### src/hw/rtl/evtb_pkg.sv
// Package of the effect variance threshold binning unit: widths, defaults,
// the control state type and small helper functions. No dependencies.
`timescale 1ns / 1ps

package evtb_pkg;

   localparam int NUM_THRESHOLDS_DEF = 4;
   localparam int MAX_MARKERS_DEF    = 1048576;
   localparam int NUM_REGS           = 4;
   localparam int MAX_OUT            = 4;

   localparam int EFFECT_W = 24;
   localparam int PQ_W     = 16;
   localparam int VAR_W    = 32;
   localparam int GAMMA_W  = 32;
   localparam int MAG_W    = 24;
   localparam int SQ_W     = 47;
   localparam int GV_W     = 63;
   localparam int LIM_W    = 64;
   localparam int SUM_W    = 64;
   localparam int DVD_W    = 64;
   localparam int SHARE_W  = 17;
   localparam int MEAN_W   = 47;
   localparam int BIN_W    = 2;
   localparam int CSR_IDX_W = 3;

   localparam logic [SHARE_W-1:0] SHARE_MAX = SHARE_W'(65536);
   localparam logic [MEAN_W-1:0]  MEAN_MAX  = MEAN_W'(64'd1 << 46);

   typedef enum logic [3:0] {
      ST_RUN,
      ST_DRAIN,
      ST_FRAC,
      ST_FRAC_WAIT,
      ST_BIN,
      ST_SHARE,
      ST_SHARE_WAIT,
      ST_MEAN,
      ST_MEAN_WAIT,
      ST_OUT
   } state_type;

   typedef struct packed {
      logic shift;
      logic clear;
   } cell_ctrl_type;

   function automatic logic [GAMMA_W-1:0] gamma_reset(input int idx);
      logic [GAMMA_W-1:0] val;
      case (idx)
         0: val = GAMMA_W'(0);
         1: val = GAMMA_W'(42950);
         2: val = GAMMA_W'(429497);
         3: val = GAMMA_W'(4294967);
         default: val = '1;
      endcase
      return val;
   endfunction

   function automatic logic [SHARE_W-1:0] clamp_share(input logic [DVD_W-1:0] q);
      return (q > DVD_W'(SHARE_MAX)) ? SHARE_MAX : q[SHARE_W-1:0];
   endfunction

   function automatic logic [MEAN_W-1:0] clamp_mean(input logic [DVD_W-1:0] q);
      return (q > DVD_W'(MEAN_MAX)) ? MEAN_MAX : q[MEAN_W-1:0];
   endfunction

endpackage

### src/hw/rtl/evtb_front.sv
// Front pipeline: effect magnitude, squared effect and 2pq times the square.
// Depends on evtb_pkg.
`timescale 1ns / 1ps

module evtb_front (
   input  logic                          clock,
   input  logic                          reset,
   input  logic                          in_valid,
   input  logic signed [evtb_pkg::EFFECT_W-1:0] in_effect,
   input  logic [evtb_pkg::PQ_W-1:0]     in_two_pq,
   input  logic [evtb_pkg::VAR_W-1:0]    in_var,
   input  logic                          in_last,
   output logic                          out_valid,
   output logic                          out_last,
   output logic [evtb_pkg::GV_W-1:0]     out_gv,
   output logic [evtb_pkg::SQ_W-1:0]     out_sq,
   output logic [evtb_pkg::VAR_W-1:0]    out_var
);
   import evtb_pkg::*;

   logic              v1_ff, v2_ff, v3_ff;
   logic              l1_ff, l2_ff, l3_ff;
   logic [MAG_W-1:0]  mag_ff, mag_in;
   logic [PQ_W-1:0]   pq1_ff, pq2_ff;
   logic [VAR_W-1:0]  var1_ff, var2_ff, var3_ff;
   logic [SQ_W-1:0]   sq2_ff, sq3_ff;
   logic [2*MAG_W-1:0] sq_full;
   logic [GV_W-1:0]   gv3_ff;
   logic [PQ_W+SQ_W-1:0] gv_full;

   // Two's complement negation also gives the right magnitude for the most
   // negative effect when read as unsigned.
   assign mag_in  = in_effect[EFFECT_W-1] ? MAG_W'(~in_effect + 1'b1) : MAG_W'(in_effect);
   assign sq_full = mag_ff * mag_ff;
   assign gv_full = pq2_ff * sq2_ff;

   always_ff @(posedge clock) begin
      if (reset) begin
         v1_ff <= 1'b0;
         v2_ff <= 1'b0;
         v3_ff <= 1'b0;
      end else begin
         v1_ff <= in_valid;
         v2_ff <= v1_ff;
         v3_ff <= v2_ff;
      end
   end

   always_ff @(posedge clock) begin
      l1_ff   <= in_last;
      mag_ff  <= mag_in;
      pq1_ff  <= in_two_pq;
      var1_ff <= in_var;
      l2_ff   <= l1_ff;
      sq2_ff  <= sq_full[SQ_W-1:0];
      pq2_ff  <= pq1_ff;
      var2_ff <= var1_ff;
      l3_ff   <= l2_ff;
      gv3_ff  <= gv_full[GV_W-1:0];
      sq3_ff  <= sq2_ff;
      var3_ff <= var2_ff;
   end

   assign out_valid = v3_ff;
   assign out_last  = l3_ff;
   assign out_gv    = gv3_ff;
   assign out_sq    = sq3_ff;
   assign out_var   = var3_ff;

endmodule

### config.mk
export PLATFORM = sky130hd
export DESIGN_NAME = evtb_front
export DESIGN_NICKNAME = d
export VERILOG_FILES = /design/src/hw/rtl/evtb_pkg.sv /design/src/hw/rtl/evtb_front.sv
export SDC_FILE = /design/constraint.sdc
export NUM_CORES = 2
export LEC_CHECK = 0
export ABC_AREA = 0
export BUFFER_PORTS_ARGS = -buffer_cell sky130_fd_sc_hd__buf_4
export CAP_MARGIN = 20
export CORE_UTILIZATION = 45
export DETAILED_ROUTE_END_ITERATION = 12
export PLACE_DENSITY = 0.68
export SYNTH_ARGS = -nofsm -noshare
export SYNTH_HDL_FRONTEND = slang
export SYNTH_SLANG_ARGS = --single-unit
### constraint.sdc
create_clock -name clock -period 13.4 [get_ports clock]
set_input_delay 2.68 -clock clock [delete_from_list [all_inputs] [get_ports clock]]
set_output_delay 2.68 -clock clock [all_outputs]
set_load 0.005 [all_outputs]
Word-level counts from Yosys, hierarchy flattened
Cells that the tools add are included.
- flip-flop bits (word level): 315
- input bits: 76
- $add $sub $neg: 1
- multiply operators: 2
- multiplexer cells: 1
- bitwise operators: 1
- operators with widths (kind ; count):
    16-bit by 47-bit multiplier with 63-bit output ; 1
    24-bit by 24-bit multiplier with 47-bit output ; 1
    24-bit by 1-bit adder with 24-bit output (second input constant) ; 1
    24-bit inverter ; 1
    23-bit two-way mux ; 1

Logic depth before layout (Yosys ltp)
- word-level depth: 3
- gate-level depth with buffers: 27
- depth with buffers taken out: 26

Least setup slack after synthesis
Ideal clock, no wire load.
- path kind: reg-to-reg
- start point: register mag_ff[2]
- end point: register sq2_ff[43]
- setup time: 0.072 ns
- arrival time: 6.876 ns
- required time: 13.328 ns
- path slack: 6.452 ns
- cell stages (with the launch flop): 27
- path buffers: 1
- period minus slack after synthesis: 6.948 ns
- cell sequence: dfxtp_1 > clkbuf_1 > nand2_1 > fa_1 > inv_1 > fa_1 > inv_1 > fa_1 > inv_1 > fa_1 > inv_1 > fa_1 > inv_1 > fa_1 > inv_1 > fa_1 > inv_1 > ha_1 > and3_1 > nand4_1 > a311oi_1 > nor2_1 > and3_1 > o31a_1 > or4_1 > nand3_1 > xor2_1
- cells in the longest elaborated chain, start to end: 1
- RTL lines (item ; RTL line ; text):
    start, declared ; evtb_front.sv:23 ; logic [MAG_W-1:0] mag_ff, mag_in;
    start signal, assigned ; evtb_front.sv:51 ; mag_ff <= mag_in;
    24-bit by 24-bit multiplier with 47-bit output ; evtb_front.sv:34 ; assign sq_full = mag_ff * mag_ff;
    net sq_full[43] ; evtb_front.sv:27 ; logic [2*MAG_W-1:0] sq_full;
    end signal, assigned ; evtb_front.sv:55 ; sq2_ff <= sq_full[SQ_W-1:0];
    end, declared ; evtb_front.sv:26 ; logic [SQ_W-1:0] sq2_ff, sq3_ff;
The timed path passes the listed nets, and every way through them passes these cells.
A chain may end at the register's enable or synchronous reset.

Final worst setup path
- start point: register mag_ff[5]
- end point: register sq2_ff[40]
Same word-level chain as after synthesis.

==> metrics.yaml <==
antenna_found_initial: 0
dr_total_vias: 32100
overflow: 0
dp.final_hpwl_um: 88100
hold_path.class: "flip-flop to flip-flop"
cts-resized-gates: 0
diodes: 0
post-cts-setup-buffers: 0
synth_area_leaders: "fa_1 45%, dfxtp_1 14%, inv_1 10%"
route.detailed.drc: 0
r2r_start: "mag_ff[5]"
drt_iter0_markers: 2035
synth-warning-count: 0
postSynthCellCount: 4885
yosys.area.top_type: "fa_1"
cp_data_required_time_ps: 13900
dieArea_um2: 104000
globalplace.congestion: 0.892
cp_max_fo: 25
ff2ff_path_depth: 24
drive_above_1_share_pct: 6.98
endpoint_kind: "flip-flop"
synth-seq-area-share_pct: 13.6
fp.coreArea_um2: 102000
ant_nets: 0
period_share_pct: 58.2
r2r-end: "sq2_ff[40]"
final_nets: 6411
cts_tree: "yes"
worstSetupPathType: "flip-flop to flip-flop"
clock-sinks: 313
die_w_um: 322
grt_pass1_vias: 35000
drv_slew: 0
syn_area_um2: 46100
arrival_ps: 8300
pin_count: 220
yosys.cell_types.count: 66
fin_skew_ps: 33.6
filler_cell_count: 9522
synth-main-ff-cell: "dfxtp_1"
rsz0062_at_grt: "false"
drt-total-wl_um: 116000
port_buffers: 218
async_flop_share_pct: 0
hp-start: "var2_ff[8]"
rrSetupSlack_ps: 5600
grt_max_degree: 47
area_growth_pct: 9.24
die_h_um: 322
avgSynthCellArea_um2: 9.43
firstDrtPassIters: 6
relSlewSlack_pct: 27.4
status: "finished, final reports clean"
cap_violations: 0
hold_buffers: 0
initial_core_util_pct: 45.4
wl_per_cell_um: 18.1
hold_depth: 0
ctsRootBufferMaster: "clkbuf_16"
hold_end: "out_var[8]"
grt_pass1_wl_um: 187000
fmax_mhz: 128
viasPerCell: 5.03
fin_crit_ps: 7800
hold_slack_ps: 316
synth_edf_count: 0
synth_top_area_share_pct: 45.2
hold_viol_final: 0
cts.clk_slew.worst_paths_ps: 60
tns_ps: 0
setup_viol: 0
cts_buffer_depth: 3
synth_seq_cells: 313
h-tree-depth: 2
worstSetupStartpointType: "flip-flop"
numCtsBuffers: 41
worstSkewPairLatency_ps: 650
rows: 117
grt_usage_pct: 23.3
tightest_slew_ps: 1090
## critical path, cell delays in order, from the launching register on
cell and delay [ps]:
dfxtp_1 1030, and2_1 280, inv_1 70, fa_1 530
inv_1 50, fa_1 470, inv_1 50, fa_1 490
fa_1 510, inv_1 50, fa_1 490, fa_1 500
inv_1 50, fa_1 510, inv_1 50, ha_1 370
a21o_1 230, o21bai_1 160, a31o_2 210, a31oi_1 300
o21ai_0 260, o31ai_1 490, o21a_1 250, o21bai_1 110
xor2_1 150
## logic make-up (layout without fill, tap and decap cells)
logic type / count (synthesis) / count (layout) / synth area share (%)
compound gates: 366 / 366 / 5.16
xor+xnor: 131 / 131 / 2.49
fa+ha+maj: 1354 / 1354 / 53.7
buf+inv: 1432 / 1555 / 11.7
flops: 313 / 313 / 13.6
mux: 4 / 4 / 0.0923
other cells: 2 / 8 / 0.0163
simple gates: 1283 / 1283 / 13.3
## cells in the mapped netlist, types with 2 or more instances
| cell | instances |
|---|---|
| nor3_1 | 11 |
| nand3_1 | 24 |
| o21bai_1 | 19 |
| or4_1 | 4 |
| buf_2 | 2 |
| ha_1 | 313 |
| clkbuf_1 | 204 |
| a211oi_1 | 9 |
| conb_1 | 2 |
| a211o_1 | 4 |
| nor3b_1 | 3 |
| nand4_1 | 17 |
| nor2_1 | 69 |
| a21oi_1 | 109 |
| fa_1 | 1041 |
| mux2i_1 | 2 |
| a32oi_1 | 4 |
| o41ai_1 | 3 |
| a21o_1 | 69 |
| nor2b_1 | 22 |
| nand2b_1 | 7 |
| a31oi_1 | 23 |
| a31o_2 | 4 |
| mux2_2 | 2 |
| o21ai_1 | 3 |
| a2111oi_0 | 2 |
| a311oi_1 | 6 |
| and3_1 | 17 |
| o21a_1 | 15 |
| o21ai_0 | 56 |
| o31ai_1 | 9 |
| o211ai_1 | 12 |
| and4_1 | 5 |
| inv_1 | 1224 |
| dfxtp_1 | 313 |
| xnor2_1 | 87 |
| or4_4 | 2 |
| o2111ai_1 | 3 |
| or2_2 | 7 |
| and2_1 | 384 |
| xor2_1 | 44 |
| or3_1 | 2 |
| nand2_1 | 703 |
| o211a_1 | 2 |
## placed cells by master (no fill, tap or decap), types with 9 or more instances in the layout
cell type / n
a211oi_1: 9
a21o_1: 69
a21oi_1: 109
a31oi_1: 23
and2_1: 384
and3_1: 17
buf_4: 254
clkbuf_16: 42
dfxtp_1: 313
fa_1: 1041
ha_1: 313
inv_1: 1224
nand2_1: 703
nand3_1: 24
nand4_1: 17
nor2_1: 69
nor2b_1: 22
nor3_1: 11
o211ai_1: 12
o21a_1: 15
o21ai_0: 56
o21bai_1: 19
o31ai_1: 9
xnor2_1: 87
xor2_1: 44
## area by class of cell
class	instances	area, um^2	share of cell area (%)
Timing Repair Buffer	255	1920	3.82
Inverter	1224	4590	9.13
Clock buffer	49	1120	2.22
Multi-Input combinational cell	3146	34500	68.5
Clock inverter	27	272	0.539
Sequential cell	313	6270	12.4
Tap cell	1368	1710	3.40
## routing by layer
layer	share of wire, %	vias to the layer above	GRT usage [%]
met5	0	-	0
met3	8.8	238	4.92
met4	3.6	0	8.40
li1	-	14400	-
met1	42	16100	30.6
met2	46	1327	37.8
## how the worst max path moves through the flow
stage	endpoint	startpoint	cells after the start
after detailed placement	sq2_ff[43]	mag_ff[2]	25
after CTS	sq2_ff[43]	mag_ff[6]	25
after global routing	sq2_ff[39]	mag_ff[2]	25
final	sq2_ff[40]	mag_ff[5]	24
after global placement	sq2_ff[43]	mag_ff[6]	25
after floorplan	sq2_ff[43]	mag_ff[2]	26
## stage by stage
step	setup slack, ps	area (um^2)	std cells	utilization [%]
4_1_cts	5620	50300	6381	49.5
6_report	5600	50300	6382	49.6
2_1_floorplan	6450	46100	4891	-
5_1_grt	5220	50300	6382	49.6
3_5_place_dp	5660	48900	6305	48.2
3_3_place_gp	5720	48900	6305	48.2
## registers in the layout, indices dropped and copies added (netlist names)
register	count
l1_ff	1
l2_ff	1
mag_ff	24
out_gv	63
out_last	1
out_sq	46
out_valid	1
out_var	32
pq1_ff	16
pq2_ff	16
sq2_ff	46
v1_ff	1
v2_ff	1
var1_ff	32
var2_ff	32
Power is not shown: default switching activity piles up to over one toggle a cycle in this logic, so the estimate is an artifact.
