## config.mk

```make
export PLATFORM = sky130hd
export DESIGN_NAME = evtb_div
export DESIGN_NICKNAME = d
export VERILOG_FILES = /design/src/hw/rtl/evtb_pkg.sv /design/src/hw/rtl/evtb_div.sv
export SDC_FILE = /design/constraint.sdc
export NUM_CORES = 1
export LEC_CHECK = 0
export ABC_AREA = 1
export BUFFER_PORTS_ARGS = -buffer_cell sky130_fd_sc_hd__buf_2
export CAP_MARGIN = 10
export CORE_MARGIN = 5
export CORE_UTILIZATION = 54
export DETAILED_ROUTE_END_ITERATION = 16
export PLACE_DENSITY = 0.85
export SYNTH_ARGS = -nofsm -noshare
export SYNTH_HDL_FRONTEND = slang
export SYNTH_SLANG_ARGS = --single-unit
```

## constraint.sdc

```tcl
create_clock -name clock -period 2.2 [get_ports clock]
set_input_delay 0.11 -clock clock [delete_from_list [all_inputs] [get_ports clock]]
set_output_delay 0.11 -clock clock [all_outputs]
set_load 0.05 [all_outputs]
```

## src/hw/rtl/evtb_pkg.sv

```systemverilog
// Package of the effect variance threshold binning unit: widths, defaults,
// the control state type and small helper functions. No dependencies.
`timescale 1ns / 1ps

package evtb_pkg;

   localparam int NUM_THRESHOLDS_DEF = 4;
   localparam int MAX_MARKERS_DEF    = 1048576;
   localparam int NUM_REGS           = 4;
   localparam int MAX_OUT            = 4;

   localparam int EFFECT_W = 24;
   localparam int PQ_W     = 16;
   localparam int VAR_W    = 32;
   localparam int GAMMA_W  = 32;
   localparam int MAG_W    = 24;
   localparam int SQ_W     = 47;
   localparam int GV_W     = 63;
   localparam int LIM_W    = 64;
   localparam int SUM_W    = 64;
   localparam int DVD_W    = 64;
   localparam int SHARE_W  = 17;
   localparam int MEAN_W   = 47;
   localparam int BIN_W    = 2;
   localparam int CSR_IDX_W = 3;

   localparam logic [SHARE_W-1:0] SHARE_MAX = SHARE_W'(65536);
   localparam logic [MEAN_W-1:0]  MEAN_MAX  = MEAN_W'(64'd1 << 46);

   typedef enum logic [3:0] {
      ST_RUN,
      ST_DRAIN,
      ST_FRAC,
      ST_FRAC_WAIT,
      ST_BIN,
      ST_SHARE,
      ST_SHARE_WAIT,
      ST_MEAN,
      ST_MEAN_WAIT,
      ST_OUT
   } state_type;

   typedef struct packed {
      logic shift;
      logic clear;
   } cell_ctrl_type;

   function automatic logic [GAMMA_W-1:0] gamma_reset(input int idx);
      logic [GAMMA_W-1:0] val;
      case (idx)
         0: val = GAMMA_W'(0);
         1: val = GAMMA_W'(42950);
         2: val = GAMMA_W'(429497);
         3: val = GAMMA_W'(4294967);
         default: val = '1;
      endcase
      return val;
   endfunction

   function automatic logic [SHARE_W-1:0] clamp_share(input logic [DVD_W-1:0] q);
      return (q > DVD_W'(SHARE_MAX)) ? SHARE_MAX : q[SHARE_W-1:0];
   endfunction

   function automatic logic [MEAN_W-1:0] clamp_mean(input logic [DVD_W-1:0] q);
      return (q > DVD_W'(MEAN_MAX)) ? MEAN_MAX : q[MEAN_W-1:0];
   endfunction

endpackage

```

## src/hw/rtl/evtb_div.sv

```systemverilog
// Restoring divider, one quotient bit per cycle, shared by all result
// quotients. Depends on evtb_pkg.
`timescale 1ns / 1ps

module evtb_div #(
   parameter int DVS_W = 21
) (
   input  logic                       clock,
   input  logic                       reset,
   input  logic                       start,
   input  logic [evtb_pkg::DVD_W-1:0] dividend,
   input  logic [DVS_W-1:0]           divisor,
   output logic                       done,
   output logic [evtb_pkg::DVD_W-1:0] quotient
);
   import evtb_pkg::*;

   localparam int STEP_W = $clog2(DVD_W);

   logic [DVD_W-1:0]  quo_ff, quo_in;
   logic [DVS_W-1:0]  rem_ff, rem_in;
   logic [DVS_W-1:0]  dvs_ff;
   logic [STEP_W-1:0] step_ff;
   logic              run_ff, done_ff;
   logic [DVS_W:0]    rem_sh, rem_sub;
   logic              ge;

   assign rem_sh  = {rem_ff, quo_ff[DVD_W-1]};
   assign rem_sub = rem_sh - {1'b0, dvs_ff};
   assign ge      = rem_sh >= {1'b0, dvs_ff};
   assign rem_in  = ge ? rem_sub[DVS_W-1:0] : rem_sh[DVS_W-1:0];
   assign quo_in  = {quo_ff[DVD_W-2:0], ge};

   always_ff @(posedge clock) begin
      if (reset) begin
         run_ff  <= 1'b0;
         done_ff <= 1'b0;
         step_ff <= '0;
      end else begin
         done_ff <= 1'b0;
         if (start) begin
            run_ff  <= 1'b1;
            step_ff <= '0;
         end else if (run_ff) begin
            step_ff <= step_ff + 1'b1;
            if (step_ff == STEP_W'(DVD_W - 1)) begin
               run_ff  <= 1'b0;
               done_ff <= 1'b1;
            end
         end
      end
   end

   always_ff @(posedge clock) begin
      if (start) begin
         quo_ff <= dividend;
         rem_ff <= '0;
         dvs_ff <= divisor;
      end else if (run_ff) begin
         quo_ff <= quo_in;
         rem_ff <= rem_in;
      end
   end

   assign done     = done_ff;
   assign quotient = quo_ff;

endmodule

```

* Word level (Yosys, flattened, before mapping) *
Cells that the tools add are included.

storage, ports and cells
  bits in registers = 114
  bits in latches = 0
  bits in writable memories = 0
  ROM bits = 0
  input bits = 88
  output and inout port bits = 65
  logic and storage cells = 21
  memories kept = 0

cells by class
  add/sub/neg operators = 2
  multipliers = 0
  div/mod/pow operators = 0
  $lt $le $gt $ge = 1
  equal/unequal tests = 1
  shifts and indexed selects = 0
  muxes and demuxes = 7
  bitwise logic cells = 1
  reductions and logical operators = 3

operators by type and width
  kind                                          number
  two-way mux 64 bit                            2
  greater-or-equal comparator 22 x 21 -> 1 bit  1
  two-way mux 21 bit                            1
  subtractor 21 bit                             1
  adder 6 x 1 -> 6 bit (second input constant)  1
  equality test 6 bit (second input constant)   1
  two-way mux 1 bit                             4
  OR reduction 3 bit                            1
  nonzero test 2 bit                            1
  OR reduction 2 bit                            1
  NOT 1 bit                                     1

* Logic depth before layout (Yosys ltp) *
  depth after elaboration = 4
  mapped depth = 15
  gate-level depth less buffers = 14

* Worst setup path before layout *
No wires, ideal clock.

  path kind = flip-flop to flip-flop
  from = reg quo_ff[63] (netlist: quotient[63])
  to = reg quo_ff[0] (netlist: quotient[0]) (data pin)
  setup time = 268 ps
  arrival = 2063 ps
  required time = 1932 ps
  setup slack = -131 ps
  stages on the path, launching flop included = 12
  buffers on the path = 1
  clock period less this slack = 2331 ps
  cell sequence = edfxtp_1 > inv_1 > ha_1 > inv_1 > fa_1 > nand2_1 > nand3_2 > nand2_2 > nand2_2 > nand2_4 > buf_2 > a31oi_1

between the ends
  word-level cells in the longest chain between the ends = 3

RTL lines
  element                                       line            source
  start: declaration                            evtb_div.sv:20  logic [DVD_W-1:0] quo_ff, quo_in;
  start signal: assignment                      evtb_div.sv:56  quo_ff <= dividend;
  start signal: assignment                      evtb_div.sv:60  quo_ff <= quo_in;
  greater-or-equal comparator 22 x 21 -> 1 bit  evtb_div.sv:30  assign ge = rem_sh >= {1'b0, dvs_ff};
  two-way mux 64 bit                            evtb_div.sv:59  end else if (run_ff) begin
  two-way mux 64 bit                            evtb_div.sv:55  if (start) begin

No other way between the ends. The select of a mux whose other input is x is not followed.
A chain may end at the register's enable or synchronous reset.

* Worst setup path after layout *
  from = reg dvs_ff[16]
  to = reg rem_ff[17]

between the ends
  word-level cells in the longest chain between the ends = 2
  elaborated cells between the ends (all ways) = 3
  classes of those cells = 1 x add/sub; 1 x order compare; 1 x mux

RTL lines
  element                                                                            line                            source
  start: declaration                                                                 evtb_div.sv:22                  logic [DVS_W-1:0] dvs_ff;
  start signal: assignment                                                           evtb_div.sv:58                  dvs_ff <= divisor;
  subtractor 21 bit or greater-or-equal comparator 22 x 21 -> 1 bit (tied branches)  evtb_div.sv:29, evtb_div.sv:30
  two-way mux 21 bit (*)                                                             evtb_div.sv:31                  assign rem_in = ge ? rem_sub[DVS_W-1:0] : rem_sh[DVS_W-1:0];
  end signal: assignment                                                             evtb_div.sv:61                  rem_ff <= rem_in;
  end: declaration                                                                   evtb_div.sv:21                  logic [DVS_W-1:0] rem_ff, rem_in;

Mark *: on every way between the ends. The rest lies on a longest branch, timed or not.

==> flow_summary.json <==
{
  "status": "finished, final reports clean",
  "yosys.area_share.simple": 0.336,
  "io_buffers": 152,
  "fmax_ghz": 0.489,
  "grt_max_degree": 56,
  "first_pass_iters": 5,
  "clk_pin_slew_ns": 0.05,
  "worst-endpoint-required_ns": 2.51,
  "maxSlewViolCount": 0,
  "setup_viol": 0,
  "final_common_cell": "nand2_1",
  "gp_congestion": 0.979,
  "grt_overflow_total": 0,
  "startpoint_type": "flip-flop",
  "crit_end": "rem_ff[17]",
  "synth_xor_area_frac": 0.0125,
  "endpoint_kind": "flip-flop",
  "clk_latency_ns": 0.42,
  "skew_ns": 0.0159,
  "reg2reg_from": "dvs_ff[16]",
  "place_hpwl_mm": 11.8,
  "drt_wl_total_mm": 19.9,
  "hp-class": "in -> reg",
  "initial_core_util": 0.553,
  "relSlewSlack": 0.635,
  "r2r-end": "rem_ff[17]",
  "antenna_found_initial": 0,
  "synth_mux_area_frac": 0,
  "clock_sinks": 114,
  "syn2layout_area_growth_pct": 38.2,
  "finalHoldViolations": 0,
  "place_ws_ns": 0.0951,
  "max-cap-violations": 0,
  "avgSynthCellArea_sq_um": 8.00,
  "synth_flop_cell": "edfxtp_1",
  "grt_pass1_wl_mm": 32.1,
  "setup_tns_ns": 0,
  "drive_above_1_share": 0.233,
  "antenna_cells": 0,
  "htree_levels": 4,
  "die_w_um": 118,
  "synth_top_family_by_area": "simple AND/OR/NAND/NOR gates",
  "cellPowerDensity_nw_per_um2": 729,
  "cts.path.max_buffers": 2,
  "cts_root_buf": "clkbuf_16",
  "synth_fp_nets": 900,
  "critPathMaxFanout": 8,
  "synth_edf_count": 85,
  "r2r_cells": 15,
  "ant_nets": 0,
  "design.die.area_sq_um": 14000,
  "rsz0062_at_grt": "true",
  "pin_count": 153,
  "worst_slack_ns": 0.156,
  "tightestPinTransition_ns": 0.548,
  "leakagePower_nw": 4.44,
  "cts_buffers": 17,
  "fill_cells": 756,
  "vdd_ir_drop_max_uv": 587,
  "r2r_setup_slack_ns": 0.16,
  "num_rows": 39,
  "ys_warn_count": 0,
  "synth-async-reset-ratio": 0,
  "synth-compound-area-share": 0.0272,
  "power_w": 0.00636,
  "vias": 6365,
  "cts_tree": "yes",
  "drc": 0,
  "post_drt_via_cell_ratio": 5.34,
  "grt_pass1_vias": 6462,
  "wire_per_inst_um": 16.7,
  "setup.worst_path.start": "dvs_ff[16]",
  "fp.dieH_um": 118,
  "core_sq_um": 11400,
  "synthAdderAreaFrac": 0.0468,
  "yosysSeqAreaShare": 0.496,
  "fin_nets": 1148,
  "ys_seq_elements": 114,
  "min_period_ns": 2.04,
  "fin_crit_sh": 0.929,
  "synth_cell_types": 37,
  "syn_area_sq_um": 6310,
  "final_cell_mix": "nand2_1, buf_2, inv_1, edfxtp_1, dlygate4sd3_1",
  "worstPathArrival_ns": 2.36,
  "synthCells": 789,
  "track_usage": 0.287,
  "drtIter0Drc": 530,
  "crit_type": "reg -> reg"
}
-- cell type report --
class,instances,area (sq um),share of cell area
sequential,114,3130,0.359
multi-input combinational,551,2740,0.314
timing repair buffer,252,1770,0.203
clock buffer,24,452,0.0518
inverter,101,379,0.0435
tap,143,179,0.0205
clock inverter,8,66.3,0.00760
-- sequential cells by signal (all words and copies together) (netlist names) --
register	flops
done	1
step_ff	6
quotient	64
run_ff	1
dvs_ff	21
rem_ff	21
-- stage by stage --
stage               std cells  hold slack, ns  cell area (sq um)   util
floorplan                 789           0.209               6370      -
global placement         1074           0.287               7310  0.640
detailed placement       1074           0.288               7310  0.640
CTS                      1191         0.00826               8670  0.760
global route             1193          0.0452               8720  0.764
finish                   1193          0.0132               8720  0.764
-- power by group --
part / internal (W) / total (W) / switching (W)
Sequential: 0.00251 / 0.00261 / 0.0000992
Clock: 0.00153 / 0.00248 / 0.000948
Combinational: 0.000381 / 0.00127 / 0.000885
-- layer usage --
layer | wire [um] | track usage | vias up
met5 | 0 | 0 | -
met4 | 1020 | 0.152 | 0
met3 | 1930 | 0.0754 | 80
met2 | 9560 | 0.474 | 409
met1 | 7430 | 0.343 | 2877
li1 | - | - | 2999
-- worst min path at each step --
stage | slack (ns) | cells past startpoint | start | end
after detailed placement | 0.29 | 1 | divisor[17] | dvs_ff[17]
after global placement | 0.29 | 1 | divisor[14] | dvs_ff[14]
after CTS | 0.008 | 3 | dividend[58] | quotient[58]
after floorplan | 0.21 | 0 | divisor[0] | dvs_ff[0]
final | 0.01 | 3 | dividend[58] | quotient[58]
after global routing | 0.05 | 3 | dividend[58] | quotient[58]
-- timing repair --
item	in CTS	in global routing
resized for setup	0	6
setup endpoints to repair	0	20
hold buffers	85	0
hold endpoints to repair	85	0
setup buffers	0	2
-- cells by family after synthesis --
| logic type | after synthesis |
|---|---|
| and+or+nand+nor | 488 |
| adders and majority gates | 23 |
| buffers and inverters | 124 |
| AOI/OAI and AO/OA | 31 |
| DFF | 114 |
| xor gates and xnor gates | 9 |
-- synthesized netlist by cell type (2+ instances only) --
library cell,instances,share of area
a21oi_1,15,0.012
a21oi_2,2,0.0028
buf_1,7,0.0042
buf_2,4,0.0032
buf_6,2,0.0036
clkbuf_1,8,0.0048
dfxtp_1,29,0.092
edfxtp_1,85,0.40
ha_1,22,0.044
inv_1,94,0.056
inv_2,7,0.0042
nand2_1,349,0.21
nand2_2,9,0.0089
nand2_4,2,0.0036
nand3_1,50,0.040
nand3_2,12,0.019
nand3b_1,11,0.013
nand4_1,3,0.0030
nor2_1,31,0.018
nor2_2,4,0.0040
nor2_4,3,0.0054
nor3_1,8,0.0063
nor3b_1,3,0.0036
o21ai_0,2,0.0016
o21ai_1,8,0.0063
xnor2_1,7,0.0097
xor2_1,2,0.0028
-- critical path, stage by stage (launching register included) --
cell,delay [ns]
edfxtp_1,0.33
inv_1,0.04
ha_1,0.35
nand2_1,0.20
nor2_4,0.05
nand2_1,0.05
nor2_1,0.04
nand2_1,0.06
nand2_2,0.06
nor2_4,0.27
buf_6,0.19
nand3_1,0.09
nand2_1,0.07
inv_1,0.04
nand2_1,0.05
nand2_1,0.04
No activity file was read; power rests on OpenSTA's default activity.
