===== config.mk =====
export PLATFORM = sky130hd
export DESIGN_NAME = evtb_cell
export DESIGN_NICKNAME = d
export VERILOG_FILES = /design/src/hw/rtl/evtb_pkg.sv /design/src/hw/rtl/evtb_cell.sv
export SDC_FILE = /design/constraint.sdc
export NUM_CORES = 2
export LEC_CHECK = 0
export BUFFER_PORTS_ARGS = -buffer_cell sky130_fd_sc_hd__buf_2
export CAP_MARGIN = 20
export CELL_PAD_IN_SITES_DETAIL_PLACEMENT = 1
export CELL_PAD_IN_SITES_GLOBAL_PLACEMENT = 1
export CORE_UTILIZATION = 43
export DETAILED_ROUTE_END_ITERATION = 7
export PLACE_DENSITY = 0.76
export SETUP_SLACK_MARGIN = 0.1
export SYNTH_ARGS = -nofsm -noshare
export SYNTH_HDL_FRONTEND = slang
export SYNTH_SLANG_ARGS = --single-unit

===== constraint.sdc =====
create_clock -name clock -period 8.3 [get_ports clock]
set_input_delay 1.245 -clock clock [delete_from_list [all_inputs] [get_ports clock]]
set_output_delay 1.245 -clock clock [all_outputs]
set_load 0.1 [all_outputs]

===== src/hw/rtl/evtb_pkg.sv =====
// Package of the effect variance threshold binning unit: widths, defaults,
// the control state type and small helper functions. No dependencies.
`timescale 1ns / 1ps

package evtb_pkg;

   localparam int NUM_THRESHOLDS_DEF = 4;
   localparam int MAX_MARKERS_DEF    = 1048576;
   localparam int NUM_REGS           = 4;
   localparam int MAX_OUT            = 4;

   localparam int EFFECT_W = 24;
   localparam int PQ_W     = 16;
   localparam int VAR_W    = 32;
   localparam int GAMMA_W  = 32;
   localparam int MAG_W    = 24;
   localparam int SQ_W     = 47;
   localparam int GV_W     = 63;
   localparam int LIM_W    = 64;
   localparam int SUM_W    = 64;
   localparam int DVD_W    = 64;
   localparam int SHARE_W  = 17;
   localparam int MEAN_W   = 47;
   localparam int BIN_W    = 2;
   localparam int CSR_IDX_W = 3;

   localparam logic [SHARE_W-1:0] SHARE_MAX = SHARE_W'(65536);
   localparam logic [MEAN_W-1:0]  MEAN_MAX  = MEAN_W'(64'd1 << 46);

   typedef enum logic [3:0] {
      ST_RUN,
      ST_DRAIN,
      ST_FRAC,
      ST_FRAC_WAIT,
      ST_BIN,
      ST_SHARE,
      ST_SHARE_WAIT,
      ST_MEAN,
      ST_MEAN_WAIT,
      ST_OUT
   } state_type;

   typedef struct packed {
      logic shift;
      logic clear;
   } cell_ctrl_type;

   function automatic logic [GAMMA_W-1:0] gamma_reset(input int idx);
      logic [GAMMA_W-1:0] val;
      case (idx)
         0: val = GAMMA_W'(0);
         1: val = GAMMA_W'(42950);
         2: val = GAMMA_W'(429497);
         3: val = GAMMA_W'(4294967);
         default: val = '1;
      endcase
      return val;
   endfunction

   function automatic logic [SHARE_W-1:0] clamp_share(input logic [DVD_W-1:0] q);
      return (q > DVD_W'(SHARE_MAX)) ? SHARE_MAX : q[SHARE_W-1:0];
   endfunction

   function automatic logic [MEAN_W-1:0] clamp_mean(input logic [DVD_W-1:0] q);
      return (q > DVD_W'(MEAN_MAX)) ? MEAN_MAX : q[MEAN_W-1:0];
   endfunction

endpackage


===== src/hw/rtl/evtb_cell.sv =====
// One threshold cell: forms gamma times variance, compares, accumulates, and
// passes the transaction on to its neighbor. Depends on evtb_pkg.
`timescale 1ns / 1ps

module evtb_cell #(
   parameter int MAX_MARKERS = evtb_pkg::MAX_MARKERS_DEF,
   parameter int CNT_W       = $clog2(MAX_MARKERS + 1)
) (
   input  logic                         clock,
   input  logic                         reset,
   input  logic [evtb_pkg::GAMMA_W-1:0] gamma,
   input  logic                         in_valid,
   input  logic                         in_last,
   input  logic [evtb_pkg::GV_W-1:0]    in_gv,
   input  logic [evtb_pkg::SQ_W-1:0]    in_sq,
   input  logic [evtb_pkg::VAR_W-1:0]   in_var,
   output logic                         out_valid,
   output logic                         out_last,
   output logic [evtb_pkg::GV_W-1:0]    out_gv,
   output logic [evtb_pkg::SQ_W-1:0]    out_sq,
   output logic [evtb_pkg::VAR_W-1:0]   out_var,
   input  evtb_pkg::cell_ctrl_type      ctrl,
   input  logic [CNT_W-1:0]             shift_cnt,
   input  logic [evtb_pkg::SUM_W-1:0]   shift_sum,
   output logic [CNT_W-1:0]             acc_cnt,
   output logic [evtb_pkg::SUM_W-1:0]   acc_sum
);
   import evtb_pkg::*;

   logic               va_ff, vb_ff;
   logic               la_ff, lb_ff;
   logic [GV_W-1:0]    gva_ff, gvb_ff;
   logic [SQ_W-1:0]    sqa_ff, sqb_ff;
   logic [VAR_W-1:0]   vara_ff, varb_ff;
   logic [LIM_W-1:0]   lim_ff;
   logic [CNT_W-1:0]   cnt_ff, cnt_in;
   logic [SUM_W-1:0]   sum_ff, sum_in;
   logic [SUM_W:0]     sum_add;
   logic               hit;

   // 2pq*beta^2 is Q1.62 and gamma*V is Q8.56, so the limit moves up six bits.
   assign hit     = va_ff && ({7'b0, gva_ff} > {lim_ff, 6'b0});
   assign sum_add = {1'b0, sum_ff} + (SUM_W + 1)'(sqa_ff);

   always_comb begin
      cnt_in = cnt_ff;
      sum_in = sum_ff;
      if (ctrl.clear) begin
         cnt_in = '0;
         sum_in = '0;
      end else if (ctrl.shift) begin
         cnt_in = shift_cnt;
         sum_in = shift_sum;
      end else if (hit) begin
         cnt_in = (cnt_ff < CNT_W'(MAX_MARKERS)) ? cnt_ff + 1'b1 : CNT_W'(MAX_MARKERS);
         sum_in = sum_add[SUM_W] ? '1 : sum_add[SUM_W-1:0];
      end
   end

   always_ff @(posedge clock) begin
      if (reset) begin
         va_ff  <= 1'b0;
         vb_ff  <= 1'b0;
         cnt_ff <= '0;
         sum_ff <= '0;
      end else begin
         va_ff  <= in_valid;
         vb_ff  <= va_ff;
         cnt_ff <= cnt_in;
         sum_ff <= sum_in;
      end
   end

   always_ff @(posedge clock) begin
      la_ff   <= in_last;
      gva_ff  <= in_gv;
      sqa_ff  <= in_sq;
      vara_ff <= in_var;
      lim_ff  <= gamma * in_var;
      lb_ff   <= la_ff;
      gvb_ff  <= gva_ff;
      sqb_ff  <= sqa_ff;
      varb_ff <= vara_ff;
   end

   assign out_valid = vb_ff;
   assign out_last  = lb_ff;
   assign out_gv    = gvb_ff;
   assign out_sq    = sqb_ff;
   assign out_var   = varb_ff;
   assign acc_cnt   = cnt_ff;
   assign acc_sum   = sum_ff;

endmodule


== After elaboration in Yosys (flattened, before gate mapping) ==
Index checks and enable logic that the tools add are counted.

* Register bits: 437
* Output and inout bits: 229
* Logic and storage cells: 27

* Add/sub/neg operators: 2
* $mul: 1
* $lt $le $gt $ge: 2
* Multiplexer cells: 6
* Reductions and logical operators: 3

{| class="wikitable"
|+ Operators with widths
! kind !! number
|-
| 2-to-1 mux 64 bit || 3
|-
| greater-than comparator 63 x 70 -> 1 bit || 1
|-
| adder 64 x 47 -> 65 bit || 1
|-
| multiplier 32 x 32 -> 64 bit || 1
|-
| 2-to-1 mux 21 bit || 3
|-
| adder 21 x 1 -> 21 bit, second input constant || 1
|-
| less-than comparator 21 bit, second input constant || 1
|-
| nonzero test 2 bit || 1
|-
| OR reduction 2 bit || 1
|-
| logical AND 1 bit || 1
|}

== Depth between registers and ports, before layout ==
* Word-level depth: 4
* Depth in mapped cells: 28
* Gate-level depth less buffers: 27

== Least setup slack after synthesis ==
OpenSTA, ideal clock, no wires.

* Path kind: input -> register
* Start point: input port gamma[13] in the netlist's numbering
* End point: register lim_ff[60]
* Arrival: 7.945 ns
* Required time: 8.228 ns
* Slack: 0.283 ns
* Stages: 24
* Buffers on the path: 2
* Cells stage by stage: clkbuf_1 -> nand2_1 -> fa_1 -> fa_1 -> inv_1 -> fa_1 -> inv_1 -> fa_1 -> fa_1 -> fa_1 -> inv_1 -> fa_1 -> fa_1 -> ha_1 -> clkbuf_1 -> and3_1 -> a311o_1 -> a31oi_1 -> nand2_1 -> a31o_2 -> a31o_2 -> a311o_1 -> a21oi_1 -> xnor2_1

* Longest elaborated chain between the ends: 1

{| class="wikitable"
|+ RTL lines
! what !! RTL line !! source
|-
| start: declaration || evtb_cell.sv:11 || <nowiki>input logic [evtb_pkg::GAMMA_W-1:0] gamma,</nowiki>
|-
| multiplier 32 x 32 -> 64 bit || evtb_cell.sv:79 || <nowiki>lim_ff <= gamma * in_var;</nowiki>
|-
| end signal: assignment || evtb_cell.sv:79 ||
|-
| end: declaration || evtb_cell.sv:35 || <nowiki>logic [LIM_W-1:0] lim_ff;</nowiki>
|}

No other way between the ends.
A chain may end at the register's enable or synchronous reset.

== Final worst setup path ==
* Start point: input port in_var[2] in the netlist's numbering
* End point: register lim_ff[61]

* Longest elaborated chain between the ends: 1

{| class="wikitable"
|+ RTL lines
! what !! RTL line !! source
|-
| start: declaration || evtb_cell.sv:16 || <nowiki>input logic [evtb_pkg::VAR_W-1:0] in_var,</nowiki>
|-
| multiplier 32 x 32 -> 64 bit || evtb_cell.sv:79 ||
|}

No other way between the ends.

==> summary.txt <==
STA
  – Normalized max-slew margin: 27.3%
  – Clock Skew: 0.0363 ns
  – Worst slew pin tran: between 1 and 1.5 ns
  – Final setup margin: 0.278 ns
  – Max Clk Rate: 125 MHz
  – Fin crit period: 8.02 ns
  – Hold Vio Cnt, Final: 0
  – Setup-failing EPs final: 0
  – Period utilization: 96.7%
  – RSZ-0062 raised after global routing: true
  – Final Max Slew Viols: 0

Global route
  – Initial antenna violation count: 28
  – Largest net degree at the start of global routing: 86
  – Grt total ovfl: 0
  – All-layer global routing usage: 28.2%
  – Vias in the first global route: around 44000
  – First-pass GRT wire length: 250000 um

Worst setup path
  – Startpoint types: input port
  – WS Path Type: in2reg
  – Data arrival, critical path: approximately 8.6 ns
  – CP required: 8.87 ns
  – Worst Path Max Fanout: 15
  – Worst R2R Setup Slack: around 3.8 ns
  – CP endpoint kind: flop

Clocking
  – Root buf cell: clkbuf_16
  – Hold Buf Count CTS: 0
  – Clock sink count: between 400 and 500
  – Clock slew at reported path FFs: 0.06 ns
  – Clock Latency Late Sink: about 0.66 ns
  – Num CTS Buffers: 51
  – # H-tree levels: 2
  – CTS tree: built
  – Clock buffer depth: 3

Yosys
  – Sequential area share after synthesis: 18.0%
  – Top cell type's share of synthesized area: 36.9%
  – Synth Flop Type: dfxtp_1
  – Yosys top cell by area: fa_1
  – Yosys warns: 0
  – Post-synth cell types: 87
  – Syn Inst Count: 5138
  – Largest cells by area after synthesis: fa_1 37%, dfxtp_1 18%, ha_1 9.5%, and2_1 7.9%, inv_1 7.3%
  – Post-synthesis cell area: 0.0487 mm^2
  – Post-Syn Nets: ~6700
  – Post-synth ARST share: 0%
  – Syn avg cell area: 9.48 um^2
  – Post-synth EDFFs: 0
  – Yosys reg bits: 437

Detailed routing
  – Vias after detailed routing: 38400
  – Detailed Routing Iterations Pass 1: 7
  – Overall routed net length: 160000 um
  – Routed WL per cell: 21.9 um
  – Remaining DRCs: 0
  – Vias per inst: 5.25
  – Initial drt markers: 1674
  – Antenna Nets Post-Route: 0

Floorplan
  – Die Y: approximately 340 um
  – Area of the die: between 0.1 and 0.15 mm^2
  – Die Span X: approximately 340 um
  – Io pins: 494
  – Initial Util: 43.3%
  – Cell Rows: around 120
  – Core Footprint: between 0.1 and 0.15 mm^2

Placed design
  – Gpl congestion: just over 0.9
  – DP HPWL: about 130000 um
  – Setup WS pre-CTS: -0.554 ns
  – I/O Buffers: around 490

Outcome
  – Status: finished, final reports clean

Finish
  – Area delta synth->final: 16.3%
  – Fillers: 13000
  – Share of layout cells above drive strength 1: 16.7%
  – Nets: a little over 7000

Run
  – Max-Cap Viols: 0

Min path
  – Hold/Removal Path Class: reg2reg
==> per-stage QoR <==
stage | hold slack (ns) | std cells | TNS, ns | area [um^2] | util (%)
after floorplan | 0.310 | 5138 | 0 | 48700 | -
after global placement | 0.310 | 7190 | -2.88 | 54700 | 48.7
after detailed placement | 0.313 | 7190 | -8.06 | 54700 | 48.7
after CTS | 0.327 | 7283 | 0 | 56500 | 50.3
after global routing | 0.321 | 7302 | 0 | 56600 | 50.4
final | 0.313 | 7306 | 0 | 56700 | 50.4
==> layout make-up <==
type	instances	area, um^2	area share, %
Antenna cell	22	55.1	0.0972
Clock buffer	60	1360	2.40
Clock inverter	33	423	0.746
Inverter	946	3550	6.27
Multi-Input combinational cell	3488	35400	62.4
Sequential cell	437	8750	15.4
Tap cell	1500	1880	3.31
Timing Repair Buffer	820	5270	9.30
==> cell usage after synthesis (11+ instances only) <==
cell type / number
a21oi_1: 195
o21bai_1: 21
o221ai_1: 24
o21a_1: 20
a21o_1: 61
xor2_1: 42
or3_1: 19
xnor2_1: 71
and3_1: 24
fa_1: 897
ha_1: 368
nand2b_1: 11
nor3_1: 62
a31oi_1: 15
clkbuf_1: 248
a211oi_1: 20
o21ai_0: 126
o211ai_1: 13
inv_1: 945
nand3_1: 38
dfxtp_1: 437
nor2_1: 94
nand2_1: 552
a211oi_2: 20
nand4_1: 36
and2_1: 611
==> per-layer routing <==
metal | wire (um) | share of wire, % | GRT usage [%]
met4 | 8440 | 5.3 | 13.7
met3 | 6810 | 4.3 | 3.28
met1 | 62800 | 39 | 33.8
met2 | 82100 | 51 | 50.0
met5 | 7 | 0.0044 | 0
==> cell usage in the layout (no fill, tap or decap), types with 8 or more instances in the layout <==
master,synthesis,routed
xnor2_1,71,71
inv_1,945,944
or3_1,19,19
buf_2,10,485
nand2_1,552,551
nor3_1,62,62
o31ai_1,9,8
fa_1,897,897
a211oi_1,20,20
nand4_1,36,36
nand3_1,38,38
buf_12,2,26
and2_1,611,611
nor2b_1,10,10
a211oi_2,20,20
nor2_1,94,93
o221ai_1,24,24
a31oi_1,15,15
xor2_1,42,42
a21oi_1,195,194
ha_1,368,367
diode_2,0,22
o21a_1,20,20
clkinv_2,0,8
o21ai_0,126,124
o211ai_1,13,13
nand2b_1,11,11
and3_1,24,24
dfxtp_1,437,437
o21bai_1,21,21
a21o_1,61,61
clkbuf_16,0,51
o21ai_1,9,11
buf_4,2,301
clkbuf_4,0,8
==> registers in the layout, indices dropped and copies added (netlist names), 21 cells and up <==
name     cells
gva_ff      63
vara_ff     32
sqa_ff      47
out_sq      47
lim_ff      64
out_gv      63
acc_sum     64
out_var     32
acc_cnt     21
==> what timing repair did <==
| item | CTS | global route |
|---|---|---|
| endpoints found under the hold margin | 0 | 0 |
| buffers inserted | 0 | 1 |
| endpoints found under the setup margin | 1 | 12 |
| cloned | 0 | 0 |
| gates resized for setup | 1 | 17 |
| pin swaps | 0 | 2 |
==> worst paths after layout <==
check,from,endpoint,depth (start not counted)
setup / recovery,in_var[2],lim_ff[61],25
hold / removal,vara_ff[7],out_var[7],0
setup reg to reg,gva_ff[21],acc_sum[23],11
hold reg to reg,vara_ff[7],out_var[7],0
==> critical path, cell delays in order <==
cell and delay [ns]:
buf_2 0.21, buf_12 0.19, and2_1 0.17, fa_1 0.56
inv_1 0.08, fa_1 0.52, fa_1 0.47, fa_1 0.55
inv_1 0.05, fa_1 0.48, fa_1 0.58, fa_1 0.46
fa_1 0.48, ha_2 0.40, nand2_1 0.11, or3_1 0.44
nor2_1 0.14, nor3_1 0.08, a2bb2oi_1 0.14, buf_4 0.16
a31oi_4 0.21, a2111oi_4 0.11, buf_4 0.17, o41ai_2 0.40
xor2_1 0.16
==> cell families after synthesis <==
logic type	synth area share [%]
flip-flops	18.0
buffers and inverters	9.52
AO/OA/AOI/OAI	8.37
multiplexers	0.0642
XOR/XNOR	2.03
AND/OR/NAND/NOR	15.7
adder cells (fa/ha/maj)	46.3
Power is not shown: default switching activity piles up to over one toggle a cycle in this logic, so the estimate is an artifact.
